**src/hw/rtl/maze_dfs_backtracker_assert.svh**
```systemverilog
// Assertion macros shared by the maze carver RTL.
// Expects signals clk and rst_n in the scope where a macro is used.
`ifndef MAZE_DFS_BACKTRACKER_ASSERT_SVH
`define MAZE_DFS_BACKTRACKER_ASSERT_SVH

// Same-cycle implication, disabled while in reset
`define MDB_ASSERT_IMP(lbl, ante, cons, msg) \
  lbl: assert property (@(posedge clk) disable iff (!rst_n) (ante) |-> (cons)) \
    else $error(msg);

// Next-cycle implication, disabled while in reset
`define MDB_ASSERT_NXT(lbl, ante, cons, msg) \
  lbl: assert property (@(posedge clk) disable iff (!rst_n) (ante) |=> (cons)) \
    else $error(msg);

`endif

```
**src/hw/rtl/mdb_pkg.sv**
```systemverilog
// Shared constants, codes and types for the maze carver.
// No dependencies.
package mdb_pkg;

  // Field widths fixed by the interface
  localparam int CFG_W      = 7;
  localparam int CFG_IDX_W  = 1;
  localparam int RND_W      = 31;
  localparam int ST_W       = 3;

  // Default sizing
  localparam int MAX_SIDE_DEF    = 64;
  localparam int STACK_DEPTH_DEF = 1024;

  // Configuration register indexes
  localparam logic [CFG_IDX_W-1:0] CFG_MAZE_WIDTH  = 1'b0;
  localparam logic [CFG_IDX_W-1:0] CFG_MAZE_HEIGHT = 1'b1;

  // Input operations
  localparam logic OP_START = 1'b0;
  localparam logic OP_STEP  = 1'b1;

  // Result status codes
  localparam logic [ST_W-1:0] ST_STARTED  = 3'd0;
  localparam logic [ST_W-1:0] ST_CARVED   = 3'd1;
  localparam logic [ST_W-1:0] ST_BACK     = 3'd2;
  localparam logic [ST_W-1:0] ST_FINISHED = 3'd3;
  localparam logic [ST_W-1:0] ST_IDLE     = 3'd4;

  // Walk phase
  localparam logic [1:0] PH_IDLE = 2'd0;
  localparam logic [1:0] PH_WALK = 2'd1;
  localparam logic [1:0] PH_DONE = 2'd2;

  // Directions, in candidate listing order
  localparam int NUM_DIRS = 4;
  localparam logic [1:0] DIR_N = 2'd0;
  localparam logic [1:0] DIR_S = 2'd1;
  localparam logic [1:0] DIR_E = 2'd2;
  localparam logic [1:0] DIR_W = 2'd3;

  // Chosen direction
  typedef struct packed {
    logic       has;
    logic [1:0] dir;
  } pick_t;

endpackage

```
**src/hw/rtl/mdb_pick.sv**
```systemverilog
// Neighbor choice: random value modulo candidate count, then the k-th candidate.
// Depends on mdb_pkg.
module mdb_pick (
  input  logic [mdb_pkg::NUM_DIRS-1:0] cand,
  input  logic [mdb_pkg::RND_W-1:0]    rnd,
  output mdb_pkg::pick_t               pick
);
  import mdb_pkg::*;

  logic [2:0] n;
  logic [1:0] k;
  logic [2:0] seen;

  // Value mod 3: nibble sum (16 is 1 mod 3), then digit folds
  function automatic logic [1:0] mod3(input logic [RND_W-1:0] v);
    logic [31:0] w;
    logic [6:0]  s1;
    logic [4:0]  s2;
    logic [2:0]  s3;
    logic [2:0]  r;
    w  = 32'(v);
    s1 = '0;
    for (int i = 0; i < 8; i++) begin
      s1 = s1 + 7'(w[4*i +: 4]);
    end
    s2 = 5'(s1[6:4]) + 5'(s1[3:0]);
    s3 = 3'(s2[4]) + 3'(s2[3:2]) + 3'(s2[1:0]);
    if (s3 >= 3'd6) begin
      r = s3 - 3'd6;
    end else if (s3 >= 3'd3) begin
      r = s3 - 3'd3;
    end else begin
      r = s3;
    end
    return r[1:0];
  endfunction

  always_comb begin
    n = 3'($countones(cand));
    // index among the candidates
    unique case (n)
      3'd2:    k = {1'b0, rnd[0]};
      3'd3:    k = mod3(rnd);
      3'd4:    k = rnd[1:0];
      default: k = 2'd0;
    endcase
    pick.has = (n != 3'd0);
    pick.dir = DIR_N;
    seen     = '0;
    // walk the candidates in N, S, E, W order
    for (int i = 0; i < NUM_DIRS; i++) begin
      if (cand[i]) begin
        if (seen == {1'b0, k}) pick.dir = 2'(i);
        seen = seen + 3'd1;
      end
    end
  end

endmodule

```
**config.mk**
```make
export PLATFORM = sky130hd
export DESIGN_NAME = mdb_pick
export DESIGN_NICKNAME = d
export VERILOG_FILES = /design/src/hw/rtl/maze_dfs_backtracker_assert.svh /design/src/hw/rtl/mdb_pkg.sv /design/src/hw/rtl/mdb_pick.sv
export SDC_FILE = /design/constraint.sdc
export NUM_CORES = 1
export LEC_CHECK = 0
export BUFFER_PORTS_ARGS = -buffer_cell sky130_fd_sc_hd__buf_2
export CAP_MARGIN = 15
export CORE_MARGIN = 2
export CORE_UTILIZATION = 56
export DETAILED_ROUTE_END_ITERATION = 10
export PLACE_DENSITY = 0.9
export RECOVER_POWER = 25
export SLEW_MARGIN = 20
export SYNTH_ARGS = -nofsm -noshare
export SYNTH_HDL_FRONTEND = slang
export SYNTH_SLANG_ARGS = --single-unit
export TNS_END_PERCENT = 100
```
**constraint.sdc**
```tcl
create_clock -name vclk -period 12.67
set_input_delay 2.534 -clock vclk [all_inputs]
set_output_delay 2.534 -clock vclk [all_outputs]
set_load 0.1 [all_outputs]
```
=== Word level (Yosys, flattened, before mapping) ===
Cells that the tools add are included.

* Register bits: 0
* Bits of input ports: 35
* Output and inout bits: 3
* Word-level logic and storage cells: 38

* $add $sub $neg: 17
* Order comparisons: 2
* Eq/ne operators: 6
* Muxes and demuxes: 12
* Reductions and logical operators: 1

{| class="wikitable"
|+ Operators by type and width
! kind !! number
|-
| 7-bit by 4-bit adder with 7-bit output || 3
|-
| 2-bit two-way mux || 6
|-
| 3-bit by 2-bit equality test with 1-bit output || 3
|-
| 6-bit by 4-bit adder with 7-bit output || 1
|-
| 7-bit by 3-bit adder with 7-bit output || 1
|-
| 3-bit by 1-bit adder with 3-bit output (second input constant) || 2
|-
| 5-bit by 4-bit adder with 6-bit output || 1
|-
| 3-bit by 2-bit equality test with 1-bit output (second input constant) || 2
|-
| 3-bit two-way mux || 2
|-
| 2-bit case mux with 3 select lines || 1
|-
| 3-bit by 4-bit adder with 5-bit output || 1
|-
| 4-bit by 4-bit adder with 5-bit output || 1
|-
| 1-bit by 1-bit adder with 2-bit output || 2
|-
| 2-bit subtractor (second input constant) || 2
|-
| 1-bit by 2-bit adder with 3-bit output || 1
|-
| 2-bit by 2-bit adder with 3-bit output || 1
|-
| 3-bit by 2-bit adder with 3-bit output || 1
|-
| 3-bit equality test (second input constant) || 1
|-
| 3-bit by 2-bit >= comparator with 1-bit output (second input constant) || 1
|-
| 3-bit >= comparator (second input constant) || 1
|-
| 1-bit two-way mux || 3
|-
| 3-bit nonzero test || 1
|}

=== Depth between registers and ports, before layout ===
* Depth after elaboration: 21
* Depth in mapped cells: 26
* Mapped depth without buffers: 26

=== Worst setup path before layout ===
OpenSTA, ideal clock, no wires.

* Path type: input port to output port
* From: in rnd[3] (netlist name)
* To: out pick[0] (netlist name)
* Data arrival time: 9.642 ns
* Data required time: 10.136 ns
* Setup slack: 0.494 ns
* Stages: 24
* Buffers on the path: 0
* Cells stage by stage: inv_1 -> fa_1 -> inv_1 -> fa_1 -> fa_1 -> inv_1 -> fa_1 -> inv_1 -> ha_1 -> a21o_1 -> a21oi_1 -> xnor2_1 -> inv_1 -> fa_1 -> xor2_1 -> fa_1 -> inv_1 -> fa_1 -> ha_1 -> o211a_1 -> nor3_1 -> o21ai_1 -> xnor2_1 -> o22ai_1

{| class="wikitable"
|+ RTL lines
! item !! line !! RTL
|-
| from (decl) || mdb_pick.sv:5 || <nowiki>input logic [mdb_pkg::RND_W-1:0] rnd,</nowiki>
|-
| to (decl) || mdb_pick.sv:6 || <nowiki>output mdb_pkg::pick_t pick</nowiki>
|}

==> results by group <==
Run status
  • Status: finished clean

Layout
  • CLK BUF: 0
  • Fin nets: around 270
  • Storage element area: 0 um2
  • Commonest non-fill, non-tap cells in the layout: 58 x inv_1, 37 x buf_2, 26 x fa_1
  • Sequential cell count: 0
  • N_diodes: 0
  • # fillers: 180
  • Fraction of layout cells with a size suffix above 1: between 20% and 30%
  • Syn-to-layout area delta: 16.2%
  • Commonest non-fill, non-tap cell in the layout: inv_1

Floorplanning
  • Core area: 0.00223 mm2
  • Die Height: 52.6 um
  • Starting Density: approximately three fifths
  • Die area: approximately 0.0028 mm2
  • I/O pin cnt: 38
  • Number of cell rows: 17
  • Die width: 52.6 um

STA
  • Hold slack: 5.67 ns
  • Unrepaired setup endpoints after global routing: false
  • Slew at the pin with the worst max-slew slack: 1.16 ns
  • Slew Limit Fails: 0
  • Max Clock Freq: 84.5 MHz
  • Post-route minimum period: 11.84 ns
  • Setup TNS: 0 ns
  • Slew HR: a little under a quarter
  • Part of the cycle the worst path needs: about 93%
  • Final Hold Fails: 0
  • Final WS setup: ~0.83 ns
  • Setup violations, final: 0

Placed design
  • Number of port buffers: 38
  • DP Worst Slack: 0.792 ns
  • Hpwl dp: approximately 2.6 mm
  • Routability cong.: 0.731

Route
  • Vias after detailed routing: 1099
  • Met3 Wirelength: 96 um
  • Initial drt markers: 9
  • Wire length on met2: 1.56 mm
  • Drt drc: 0
  • Antenna-violating nets left: 0
  • WL final: 2.72 mm
  • DR WL/cell: around 12 um
  • Number of detailed-route iterations in the first pass: 4
  • Avg Vias per Cell: roughly 5
  • Top Metal Used: met4
  • WL met1: 950 um

Setup path
  • CP most frequent cell: fa_1
  • CP Capture Type: primary output
  • Crit path arrival time: 9.30 ns
  • Setup crit start: rnd[3]
  • Critical path fanouts, max: 6
  • CP required: ~10 ns
  • Critical Path Slowest Stage Cell: fa_1
  • Critical path capture point: pick[1]
  • Crit path kind: input pin to primary output
  • CP Launch Type: input pin
  • Slowest stage delay, CP: ~0.54 ns

Global route
  • Largest net degree at the start of global routing: 8
  • Gr usage total: around 22%
  • Initial antenna violation count: 0
  • GR Overflow Total: 0
  • Wire length of the first global-routing pass: 4.62 mm
  • Vias in the first global route: 1212

Yosys
  • Mapped Nets: 233
  • Register area share after synthesis: 0%
  • Synthesized area: 0.00133 mm2
  • Synth Instances: 155
  • Mean Syn Cell Area: between 8 and 9 um2
  • Netlist cell types: 27
  • Yosys warning total: 0

Flow run
  • Max Cap Viol: 0

Hold path
  • Worst min path class: input pin to primary output
  • Hold Startpoint: cand[3]

Clocking
  • Cts repair resizes: 0
  • Post-CTS Setup Inserts: 0
  • # hold bufs at CTS: 0
==> synth_stat cells, drive strengths merged <==
| cell type | number | area share, % |
|---|---|---|
| ha | 17 | 16 |
| nor4 | 1 | 0.47 |
| xor2 | 5 | 3.3 |
| o211a | 1 | 0.76 |
| o2111ai | 2 | 1.8 |
| o32ai | 2 | 1.9 |
| nor2b | 1 | 0.47 |
| nand2 | 5 | 1.4 |
| a21oi | 4 | 1.5 |
| nand3b | 2 | 1.1 |
| clkbuf | 1 | 0.28 |
| fa | 26 | 39 |
| o21ai | 3 | 1.1 |
| a31oi | 1 | 0.47 |
| buf | 1 | 0.38 |
| or3 | 2 | 0.94 |
| nor2 | 3 | 0.85 |
| mux2i | 3 | 2.3 |
| a21o | 4 | 2.3 |
| nor3 | 2 | 0.76 |
| o22ai | 2 | 0.94 |
| xnor2 | 7 | 4.6 |
| inv | 60 | 17 |
==> metal layers <==
layer  up-vias  GRT usage (%)
met2        37           46.5
met5         -              0
met3        12           2.29
met1       515           21.3
met4         0           8.55
li1        535              -
==> stage by stage <==
stage	instance area [um2]	utilization (%)	instances
3_3_place_gp	1540	69.0	219
6_report	1540	69.0	219
4_1_cts	1540	69.0	219
5_1_grt	1540	69.0	219
3_5_place_dp	1540	69.0	219
2_1_floorplan	1330	-	155
==> critical path, delay by kind of cell <==
family,cells,cell delay (ns)
xor gates and xnor gates,2,0.35
and+or+nand+nor,2,0.41
buffers and inverters,8,0.94
AOI/OAI and AO/OA,6,1.04
adders and majority gates,9,4.00
==> worst min path at each step <==
| stage | to | slack, ns | cells after the start |
|---|---|---|---|
| floorplan | pick[1] | 5.50 | 2 |
| global placement | pick[1] | 5.64 | 4 |
| detailed placement | pick[1] | 5.67 | 4 |
| CTS | pick[1] | 5.67 | 4 |
| global route | pick[1] | 5.68 | 4 |
| finish | pick[1] | 5.67 | 4 |
==> final cells by class <==
cell class	instances	area (um2)	share of cell area (%)
inverter	60	225	14.6
multi-input combinational	93	1090	70.8
tap	28	35.0	2.27
timing repair buffer	38	189	12.3
==> kinds of logic after synthesis <==
kind of cell | synth area share (%)
buffers and inverters | 17.7
adders and majority gates | 55.3
AOI/OAI and AO/OA | 10.8
and+or+nand+nor | 6.04
xor gates and xnor gates | 7.93
muxes | 2.27
Power is left out: the tool's default activity adds up to more than one toggle a clock period on the data nets, which glitch-free logic cannot reach.
